===== src/design/text_console_writer_assert.svh =====
// assertion helpers shared by the console writer
`ifndef TEXT_CONSOLE_WRITER_ASSERT_SVH
`define TEXT_CONSOLE_WRITER_ASSERT_SVH

// same-cycle implication, checked out of reset
`define TCW_ASSERT_IMPLIES(lbl, clk, rstn, ante, cons) \
    lbl: assert property (@(posedge clk) disable iff (!rstn) (ante) |-> (cons)) \
        else $error("console writer check failed");

// next-cycle implication, checked out of reset
`define TCW_ASSERT_NEXT(lbl, clk, rstn, ante, cons) \
    lbl: assert property (@(posedge clk) disable iff (!rstn) (ante) |=> (cons)) \
        else $error("console writer check failed");

`endif


===== src/design/tcw_pkg.sv =====
package tcw_pkg;

    localparam logic [7:0]  NEWLINE_CODE = 8'h0A;
    localparam logic [7:0]  SPACE_CODE   = 8'h20;
    localparam logic [15:0] RESET_CELL   = 16'h0720;

    localparam logic REQ_PUT   = 1'b0;
    localparam logic REQ_CLEAR = 1'b1;

    localparam logic REG_FORE = 1'b0;
    localparam logic REG_BACK = 1'b1;

    localparam int OUT_DATA_W = 56;

    typedef enum logic [2:0] {
        ST_IDLE,
        ST_EXEC,
        ST_SCROLL,
        ST_SCROLL_TAIL,
        ST_FILL,
        ST_WRITE,
        ST_RESULT
    } tcw_state_t;

    typedef struct packed {
        logic        did_scroll;
        logic [15:0] cell_value;
        logic [10:0] cell_address;
        logic        cell_written;
        logic [10:0] cursor_position;
        logic [6:0]  cursor_col;
        logic [4:0]  cursor_row;
    } tcw_result_t;

endpackage


===== src/design/tcw_ram.sv =====
module tcw_ram #(
    parameter int WIDTH = 16,
    parameter int DEPTH = 2000
) (
    input  logic                     clk,
    input  logic                     we,
    input  logic [$clog2(DEPTH)-1:0] waddr,
    input  logic [WIDTH-1:0]         wdata,
    input  logic                     re,
    input  logic [$clog2(DEPTH)-1:0] raddr,
    output logic [WIDTH-1:0]         rdata
);

    logic [WIDTH-1:0] mem [DEPTH];
    logic [WIDTH-1:0] rdata_reg;

    always_ff @(posedge clk) begin
        if (we) begin
            mem[waddr] <= wdata;
        end
        if (re) begin
            rdata_reg <= mem[raddr];
        end
    end

    assign rdata = rdata_reg;

endmodule


===== src/design/tcw_seq.sv =====
module tcw_seq #(
    parameter int COLUMNS = 80,
    parameter int ROWS    = 25
) (
    input  logic                 aclk,
    input  logic                 aresetn,
    input  logic                 in_valid,
    output logic                 in_ready,
    input  logic                 in_req,
    input  logic [7:0]           in_code,
    input  logic [3:0]           fore_color,
    input  logic [3:0]           back_color,
    output logic                 res_valid,
    input  logic                 res_ready,
    output tcw_pkg::tcw_result_t res
);

    import tcw_pkg::*;

    localparam int CELLS = ROWS * COLUMNS;
    localparam int AW    = $clog2(CELLS);
    localparam int CW    = $clog2(COLUMNS + 1);
    localparam int RW    = $clog2(ROWS);
    localparam int PW    = $clog2(CELLS + 1);
    localparam int XW    = (PW > 11) ? PW : 11;
    localparam int CXW   = (CW > 7) ? CW : 7;

    localparam logic [AW-1:0] LAST_CELL     = AW'(CELLS - 1);
    localparam logic [AW-1:0] LAST_ROW_BASE = AW'(CELLS - COLUMNS);
    localparam logic [AW-1:0] COPY_START    = AW'(COLUMNS);
    localparam logic [AW-1:0] ROW_STRIDE    = AW'(COLUMNS);
    localparam logic [RW-1:0] LAST_ROW      = RW'(ROWS - 1);
    localparam logic [CW-1:0] COL_END       = CW'(COLUMNS);

    tcw_state_t      state_reg, state_next;
    logic [RW-1:0]   row_reg, row_next;
    logic [CW-1:0]   col_reg, col_next;
    logic            req_reg, req_next;
    logic [7:0]      code_reg, code_next;
    logic [AW-1:0]   scan_reg, scan_next;
    logic            pend_reg, pend_next;
    logic [AW-1:0]   pend_addr_reg, pend_addr_next;
    logic [15:0]     fill_val_reg, fill_val_next;
    logic            written_reg, written_next;
    logic            scrolled_reg, scrolled_next;
    logic            init_reg, init_next;
    logic [AW-1:0]   cell_addr_reg, cell_addr_next;

    logic            ram_we;
    logic [AW-1:0]   ram_waddr;
    logic [15:0]     ram_wdata;
    logic            ram_re;
    logic [AW-1:0]   ram_raddr;
    logic [15:0]     ram_rdata;

    logic [15:0]     blank_cell;
    logic [15:0]     char_cell;
    logic [AW-1:0]   cur_addr;
    logic [XW-1:0]   pos_x;
    logic [XW-1:0]   addr_x;
    logic [CXW-1:0]  col_x;

    tcw_ram #(
        .WIDTH (16),
        .DEPTH (CELLS)
    ) u_screen (
        .clk   (aclk),
        .we    (ram_we),
        .waddr (ram_waddr),
        .wdata (ram_wdata),
        .re    (ram_re),
        .raddr (ram_raddr),
        .rdata (ram_rdata)
    );

    assign blank_cell = {back_color, fore_color, SPACE_CODE};
    assign char_cell  = {back_color, fore_color, code_reg};
    assign cur_addr   = AW'(row_reg) * ROW_STRIDE + AW'(col_reg);

    always_ff @(posedge aclk) begin
        if (!aresetn) begin
            state_reg     <= ST_FILL;
            row_reg       <= '0;
            col_reg       <= '0;
            req_reg       <= REQ_PUT;
            code_reg      <= '0;
            scan_reg      <= '0;
            pend_reg      <= 1'b0;
            pend_addr_reg <= '0;
            fill_val_reg  <= RESET_CELL;
            written_reg   <= 1'b0;
            scrolled_reg  <= 1'b0;
            init_reg      <= 1'b1;
            cell_addr_reg <= '0;
        end else begin
            state_reg     <= state_next;
            row_reg       <= row_next;
            col_reg       <= col_next;
            req_reg       <= req_next;
            code_reg      <= code_next;
            scan_reg      <= scan_next;
            pend_reg      <= pend_next;
            pend_addr_reg <= pend_addr_next;
            fill_val_reg  <= fill_val_next;
            written_reg   <= written_next;
            scrolled_reg  <= scrolled_next;
            init_reg      <= init_next;
            cell_addr_reg <= cell_addr_next;
        end
    end

    always_comb begin
        state_next     = state_reg;
        row_next       = row_reg;
        col_next       = col_reg;
        req_next       = req_reg;
        code_next      = code_reg;
        scan_next      = scan_reg;
        pend_next      = pend_reg;
        pend_addr_next = pend_addr_reg;
        fill_val_next  = fill_val_reg;
        written_next   = written_reg;
        scrolled_next  = scrolled_reg;
        init_next      = init_reg;
        cell_addr_next = cell_addr_reg;
        ram_we         = 1'b0;
        ram_waddr      = scan_reg;
        ram_wdata      = fill_val_reg;
        ram_re         = 1'b0;
        ram_raddr      = scan_reg;
        in_ready       = 1'b0;
        res_valid      = 1'b0;

        case (state_reg)
            ST_IDLE: begin
                in_ready = 1'b1;
                if (in_valid) begin
                    req_next   = in_req;
                    code_next  = in_code;
                    state_next = ST_EXEC;
                end
            end

            ST_EXEC: begin
                scrolled_next  = 1'b0;
                cell_addr_next = '0;
                written_next   = 1'b0;
                if (req_reg == REQ_CLEAR) begin
                    row_next      = '0;
                    col_next      = '0;
                    fill_val_next = blank_cell;
                    scan_next     = '0;
                    state_next    = ST_FILL;
                end else begin
                    written_next = (code_reg != NEWLINE_CODE);
                    // newline always moves down; other bytes only when past the last column
                    if (code_reg == NEWLINE_CODE || col_reg >= COL_END) begin
                        col_next = '0;
                        if (row_reg == LAST_ROW) begin
                            scrolled_next = 1'b1;
                            scan_next     = COPY_START;
                            pend_next     = 1'b0;
                            state_next    = ST_SCROLL;
                        end else begin
                            row_next   = row_reg + RW'(1);
                            state_next = (code_reg == NEWLINE_CODE) ? ST_RESULT : ST_WRITE;
                        end
                    end else begin
                        state_next = ST_WRITE;
                    end
                end
            end

            ST_SCROLL: begin
                // read one cell ahead, write the previous read one row up
                ram_re         = 1'b1;
                ram_raddr      = scan_reg;
                ram_we         = pend_reg;
                ram_waddr      = pend_addr_reg;
                ram_wdata      = ram_rdata;
                pend_next      = 1'b1;
                pend_addr_next = scan_reg - ROW_STRIDE;
                if (scan_reg == LAST_CELL) begin
                    state_next = ST_SCROLL_TAIL;
                end else begin
                    scan_next = scan_reg + AW'(1);
                end
            end

            ST_SCROLL_TAIL: begin
                ram_we        = 1'b1;
                ram_waddr     = pend_addr_reg;
                ram_wdata     = ram_rdata;
                pend_next     = 1'b0;
                fill_val_next = blank_cell;
                scan_next     = LAST_ROW_BASE;
                state_next    = ST_FILL;
            end

            ST_FILL: begin
                ram_we    = 1'b1;
                ram_waddr = scan_reg;
                ram_wdata = fill_val_reg;
                if (scan_reg == LAST_CELL) begin
                    if (init_reg) begin
                        init_next  = 1'b0;
                        state_next = ST_IDLE;
                    end else if (written_reg) begin
                        state_next = ST_WRITE;
                    end else begin
                        state_next = ST_RESULT;
                    end
                end else begin
                    scan_next = scan_reg + AW'(1);
                end
            end

            ST_WRITE: begin
                ram_we         = 1'b1;
                ram_waddr      = cur_addr;
                ram_wdata      = char_cell;
                cell_addr_next = cur_addr;
                col_next       = col_reg + CW'(1);
                state_next     = ST_RESULT;
            end

            ST_RESULT: begin
                res_valid = 1'b1;
                if (res_ready) begin
                    state_next = ST_IDLE;
                end
            end

            default: begin
                state_next = ST_IDLE;
            end
        endcase
    end

    assign pos_x  = XW'(row_reg) * XW'(COLUMNS) + XW'(col_reg);
    assign addr_x = XW'(cell_addr_reg);
    assign col_x  = CXW'(col_reg);

    always_comb begin
        res.cursor_row      = 5'(row_reg);
        res.cursor_col      = col_x[6:0];
        res.cursor_position = pos_x[10:0];
        res.cell_written    = written_reg;
        res.cell_address    = written_reg ? addr_x[10:0] : 11'd0;
        res.cell_value      = written_reg ? char_cell : 16'd0;
        res.did_scroll      = scrolled_reg;
    end

endmodule


===== src/design/text_console_writer.sv =====
// Teletype console writer over a ROWS x COLUMNS text screen held in one
// single-port-write, registered-read memory. After reset every cell is filled
// with a grey space, during which s_tready stays low (configuration writes
// are still taken). A printable character passes the exec and write states
// before its result is offered, a newline the exec state only; an item that
// scrolls first copies every cell from the second row on one row up and
// blanks the last row, one cell per cycle through the memory port. A clear
// item blanks every cell before its result. One item is in work at a time;
// the result waits in an output register, so the next item may be taken
// before it is drained. Colors live at byte 0 (foreground) and 4 (background).
module text_console_writer #(
    parameter int COLUMNS = 80,
    parameter int ROWS    = 25
) (
    input  logic        aclk,
    input  logic        aresetn,

    input  logic        s_tvalid,
    output logic        s_tready,
    input  logic [7:0]  s_tdata,   // char_code
    input  logic        s_tuser,   // req_type

    output logic        m_tvalid,
    input  logic        m_tready,
    // cursor_row, cursor_col, cursor_position, cell_written, cell_address,
    // cell_value, did_scroll, zero pad
    output logic [55:0] m_tdata,

    input  logic        psel,
    input  logic        penable,
    input  logic        pwrite,
    input  logic [2:0]  paddr,
    input  logic [31:0] pwdata,
    output logic [31:0] prdata,
    output logic        pready
);

    import tcw_pkg::*;

    logic [3:0]                    fore_reg;
    logic [3:0]                    back_reg;
    logic                          m_tvalid_reg;
    logic [OUT_DATA_W-1:0]         m_tdata_reg;
    logic                          res_valid;
    logic                          res_ready;
    tcw_result_t                   res;
    logic                          cfg_write;
    logic                          reg_sel;

    assign pready    = 1'b1;
    assign cfg_write = psel & penable & pwrite & pready;
    assign reg_sel   = paddr[2];

    always_ff @(posedge aclk) begin
        if (!aresetn) begin
            fore_reg <= 4'd7;
            back_reg <= 4'd0;
        end else if (cfg_write) begin
            case (reg_sel)
                REG_FORE: fore_reg <= pwdata[3:0];
                REG_BACK: back_reg <= pwdata[3:0];
                default:  fore_reg <= fore_reg;
            endcase
        end
    end

    always_comb begin
        case (reg_sel)
            REG_FORE: prdata = {28'd0, fore_reg};
            REG_BACK: prdata = {28'd0, back_reg};
            default:  prdata = 32'd0;
        endcase
    end

    tcw_seq #(
        .COLUMNS (COLUMNS),
        .ROWS    (ROWS)
    ) u_seq (
        .aclk       (aclk),
        .aresetn    (aresetn),
        .in_valid   (s_tvalid),
        .in_ready   (s_tready),
        .in_req     (s_tuser),
        .in_code    (s_tdata),
        .fore_color (fore_reg),
        .back_color (back_reg),
        .res_valid  (res_valid),
        .res_ready  (res_ready),
        .res        (res)
    );

    // output slot is free when empty or drained this cycle
    assign res_ready = !m_tvalid_reg || m_tready;

    always_ff @(posedge aclk) begin
        if (!aresetn) begin
            m_tvalid_reg <= 1'b0;
        end else if (res_ready) begin
            m_tvalid_reg <= res_valid;
        end
    end

    always_ff @(posedge aclk) begin
        if (res_valid && res_ready) begin
            m_tdata_reg <= {4'd0, res};
        end
    end

    assign m_tvalid = m_tvalid_reg;
    assign m_tdata  = m_tdata_reg;

    `include "text_console_writer_assert.svh"

    `TCW_ASSERT_IMPLIES(a_col_range, aclk, aresetn, res_valid, 32'(res.cursor_col) <= COLUMNS)
    `TCW_ASSERT_IMPLIES(a_row_range, aclk, aresetn, res_valid, 32'(res.cursor_row) < ROWS)
    `TCW_ASSERT_IMPLIES(a_no_cell, aclk, aresetn, res_valid && !res.cell_written, res.cell_address == 11'd0 && res.cell_value == 16'd0)
    `TCW_ASSERT_NEXT(a_one_item, aclk, aresetn, s_tvalid && s_tready, !s_tready)

endmodule


===== config.mk =====
export PLATFORM = sky130hd
export DESIGN_NAME = text_console_writer
export DESIGN_NICKNAME = d
export VERILOG_FILES = /design/src/design/tcw_pkg.sv /design/src/design/tcw_ram.sv /design/src/design/tcw_seq.sv /design/src/design/text_console_writer.sv
export VERILOG_INCLUDE_DIRS = /design/src /design/src/design
export SDC_FILE = /design/constraint.sdc
export NUM_CORES = 1
export LEC_CHECK = 0
export ABC_AREA = 0
export CAP_MARGIN = 10
export CORE_ASPECT_RATIO = 0.6
export CORE_UTILIZATION = 45
export DETAILED_ROUTE_END_ITERATION = 12
export DONT_BUFFER_PORTS = 1
export GPL_TIMING_DRIVEN = 0
export SKIP_CTS_REPAIR_TIMING = 1
export SYNTH_ARGS = -nofsm -noshare
export SYNTH_HDL_FRONTEND = slang
export SYNTH_HIERARCHICAL = 1
export SYNTH_SLANG_ARGS = --single-unit

===== constraint.sdc =====
create_clock -name aclk -period 3.6 [get_ports aclk]
set_input_delay 0.72 -clock aclk [delete_from_list [all_inputs] [get_ports aclk]]
set_output_delay 0.72 -clock aclk [all_outputs]
set_load 0.03 [all_outputs]

==> summary by stage <==
Run status
The flow ran to the end, and the final reports show no timing, DRC or antenna violations.

Critical path
The timing startpoint of the critical path is u_seq/row_reg[1]. Along the worst path, the maximum fanout reaches 8. The required time of the critical path is 3850 ps. The logic depth of the worst register-to-register path is 8. The type of origin of the critical path is a flop.

The startpoint of the worst-slack reg-to-reg timing path is u_seq/row_reg[1]. The arrival time reported for the critical path endpoint is about 2700 ps. STA classifies the critical path endpoint as a flop.

The type of the worst setup path is reg -> reg.

Synth
The cell area after synthesis is about 5300 um^2. The fraction of registers with async set/reset is 0%. The Yosys step of the flow raised 6 warnings. The average cell area after synthesis is around 10 um^2.

The cell count after synthesis came out at between 500 and 600. Summed over all instances, the cell type with the most area after synthesis is edfxtp_1. The most frequent cell after synthesis is dfxtp_1. The distinct cell type count after synthesis is 67. By area the synthesized netlist is led by edfxtp_1 (29%), dfxtp_1 (22%), buf_4 (5.7%), nand2_1 (4.0%), and2_1 (3.7%). In this run, synthesis inferred 52 flip-flops with an integrated enable.

Sequential elements use about half of the synthesized area. The portion of synthesized cell area occupied by the leading cell type is slightly below 30%. The most used flip-flop cell after synthesis is dfxtp_1. Ranked by instance count, the synthesized netlist is headed by dfxtp_1 (58), nand2_1 (56), edfxtp_1 (52). The number of synthesized register bits is 110.

Place
The last weighted congestion value of the routability-driven placer is ~0.89. Once placement finished, the instance area stood at about 5600 um^2. The count of input and output buffers is 0. The estimated wirelength of the detail-placed design is between 8000 and 9000 um. The post-placement setup slack is between 1000 and 1500 ps.

Routing
The length of the first detailed-routing pass in iterations is 4. The mean number of vias per cell is slightly above 5. After detailed routing, the total wire length is 11200 um. For this block, the initial DRC count from the detailed router was 299. For this run, design rule violations remaining after detail routing come to 0. Dividing the detail-routed wire length by the instance count gives around 16 um.

The remaining number of nets flagged by the antenna check after routing is 0. The total via count in the routed design is around 3700.

GRT
The overall track demand over capacity in global routing is about a fifth. The wire length of the first global-routing pass is between 15000 and 20000 um. The largest net degree at the start of global routing is 34. The initial antenna violation count is 1.

The aggregate global routing overflow is 0. The via count of the first global-routing pass was 3487.

Floorplan
The y dimension of the die is around 86 um. The overall die width is between 100 and 150 um. The die covers ~12000 um^2. The top-level port count is ~140. For this configuration, the core starts out at a cell density of roughly 47%. The floorplan has 30 rows. The placeable core region is roughly 11000 um^2.

STA
Setup repair after global routing left no endpoint under its margin. The routed design could run at a clock period as short as ~2500 ps. The worst path uses 69.2% of the clock period.

The pin slew with the least headroom to its limit is around 680 ps. The number of slew-limit violations in the final report was 0. Setup violations remaining at the end of the flow were counted as 0. Measured against its own limit, the worst slew margin works out to approximately 55%. The final clock skew is just under 6 ps. The maximum operating frequency is 401 MHz. The final hold violation count was 0.

The final setup slack of the worst path is ~1100 ps. After routing, the total negative slack on setup checks comes to 0 ps.

Clock network
The latest clock arrival within the worst-skew pair is between 300 and 400 ps. The TritonCTS clock tree is yes. The tree is rooted in a clkbuf_16. The CTS buffer count is 9. The maximum number of buffers from clock root to sink is 2. The post-CTS clock slew at the launch and capture registers of the worst setup and hold paths is around 80 ps. The number of sinks handled by clock tree synthesis is between 100 and 150.

The number of H-tree levels is 3.

Final layout
Summing all multi-input logic gate instances after layout gives between 2000 and 2500 um^2. The register with the most flip-flops in the layout has 52 of them. For this run, the share of the core covered by cells in the final layout is 52.1%. The number of antenna diodes in the final layout is 0. The post-route standard cell area excluding fillers is a little under 6000 um^2. The count of fill cells added during filler insertion is ~1000. Of the cells placed in the final design, the portion with a size suffix greater than 1 is approximately 15%.

The area overhead of the layout relative to synthesis is 11.8%. The net total in the final layout is around 630. The register area is 2720 um^2.

Power
The cell area power density is slightly above 400 nW/um^2. The cell leakage power is around 2.3 nW. The worst supply voltage drop on vdd is 0.000204 V. The overall power consumption is 0.00241 W.

Hold path
The tightest min-delay check is of the reg -> reg type. The hold path startpoint is u_seq/addr_x[0]. The number of cells on the worst hold path is 2.

Job
The count of max-cap constraint violations is 0.
## metal layers
layer | vias to the layer above | global-route usage (%) | wire length, um
li1 | 1847 | - | -
met1 | 1754 | 25.8 | 5400
met2 | 134 | 29.1 | 4950
met3 | 12 | 5.97 | 770
met4 | 2 | 6.26 | 94
met5 | - | 0 | 8
## worst max-delay path, stage by stage (launching register included)
cell,delay [ps]
dfxtp_1,490
ha_1,290
ha_1,230
fa_1,390
xor2_1,240
o2111ai_1,180
xnor2_1,230
xnor2_1,110
a32o_1,220
## cells in the final DEF (no fill, tap or decap), types with 10 or more instances in the layout
| master | Yosys | routed |
|---|---|---|
| clkbuf_1 | 15 | 16 |
| a21oi_1 | 34 | 34 |
| nor2_1 | 29 | 29 |
| dfxtp_1 | 58 | 58 |
| nand3_1 | 24 | 24 |
| nand2_1 | 56 | 56 |
| nor2b_1 | 11 | 11 |
| conb_1 | 2 | 33 |
| edfxtp_1 | 52 | 52 |
| o21ai_0 | 13 | 13 |
| buf_4 | 40 | 40 |
| inv_1 | 10 | 10 |
| ha_1 | 14 | 14 |
| and2_1 | 31 | 30 |
## power by group
part	total, W	internal (W)	switching (W)	leakage (nW)
combinational	0.000126	0.0000444	0.0000821	1.15
sequential	0.00132	0.00131	0.0000126	0.965
clock	0.000961	0.000491	0.000470	0.143
## path summary, 6_finish.rpt
path	endpoint	slack, ps
setup / recovery	u_seq/addr_x[10]	1110
hold / removal	u_seq/addr_x[0]	450
setup reg to reg	u_seq/addr_x[10]	1110
hold reg to reg	u_seq/addr_x[0]	450
## cell families (layout without fill, tap and decap cells)
| logic type | Yosys count | count (layout) | share of synthesized area [%] |
|---|---|---|---|
| simple gates | 196 | 196 | 20.2 |
| flops | 110 | 110 | 51.3 |
| compound gates | 90 | 90 | 11.0 |
| buf+inv | 76 | 93 | 8.75 |
| fa+ha+maj | 16 | 16 | 4.06 |
| mux | 13 | 13 | 2.55 |
| xor+xnor | 12 | 12 | 1.98 |
| other cells | 2 | 33 | 0.142 |
## area by class of cell
cell class | instances | area share [%]
Clock buffer | 10 | 3.86
Inverter | 12 | 0.759
Multi-Input combinational cell | 360 | 37.7
Buffer | 64 | 7.07
Tap cell | 160 | 3.38
Sequential cell | 110 | 45.9
Timing Repair Buffer | 1 | 0.338
Clock inverter | 6 | 1.01
## stage by stage
step | hold slack [ps] | instances
3_5_place_dp | 442 | 707
3_3_place_gp | 436 | 706
2_1_floorplan | 427 | 546
6_report | 452 | 723
4_1_cts | 452 | 723
5_1_grt | 488 | 723
Power figures use the tool's default switching activity.
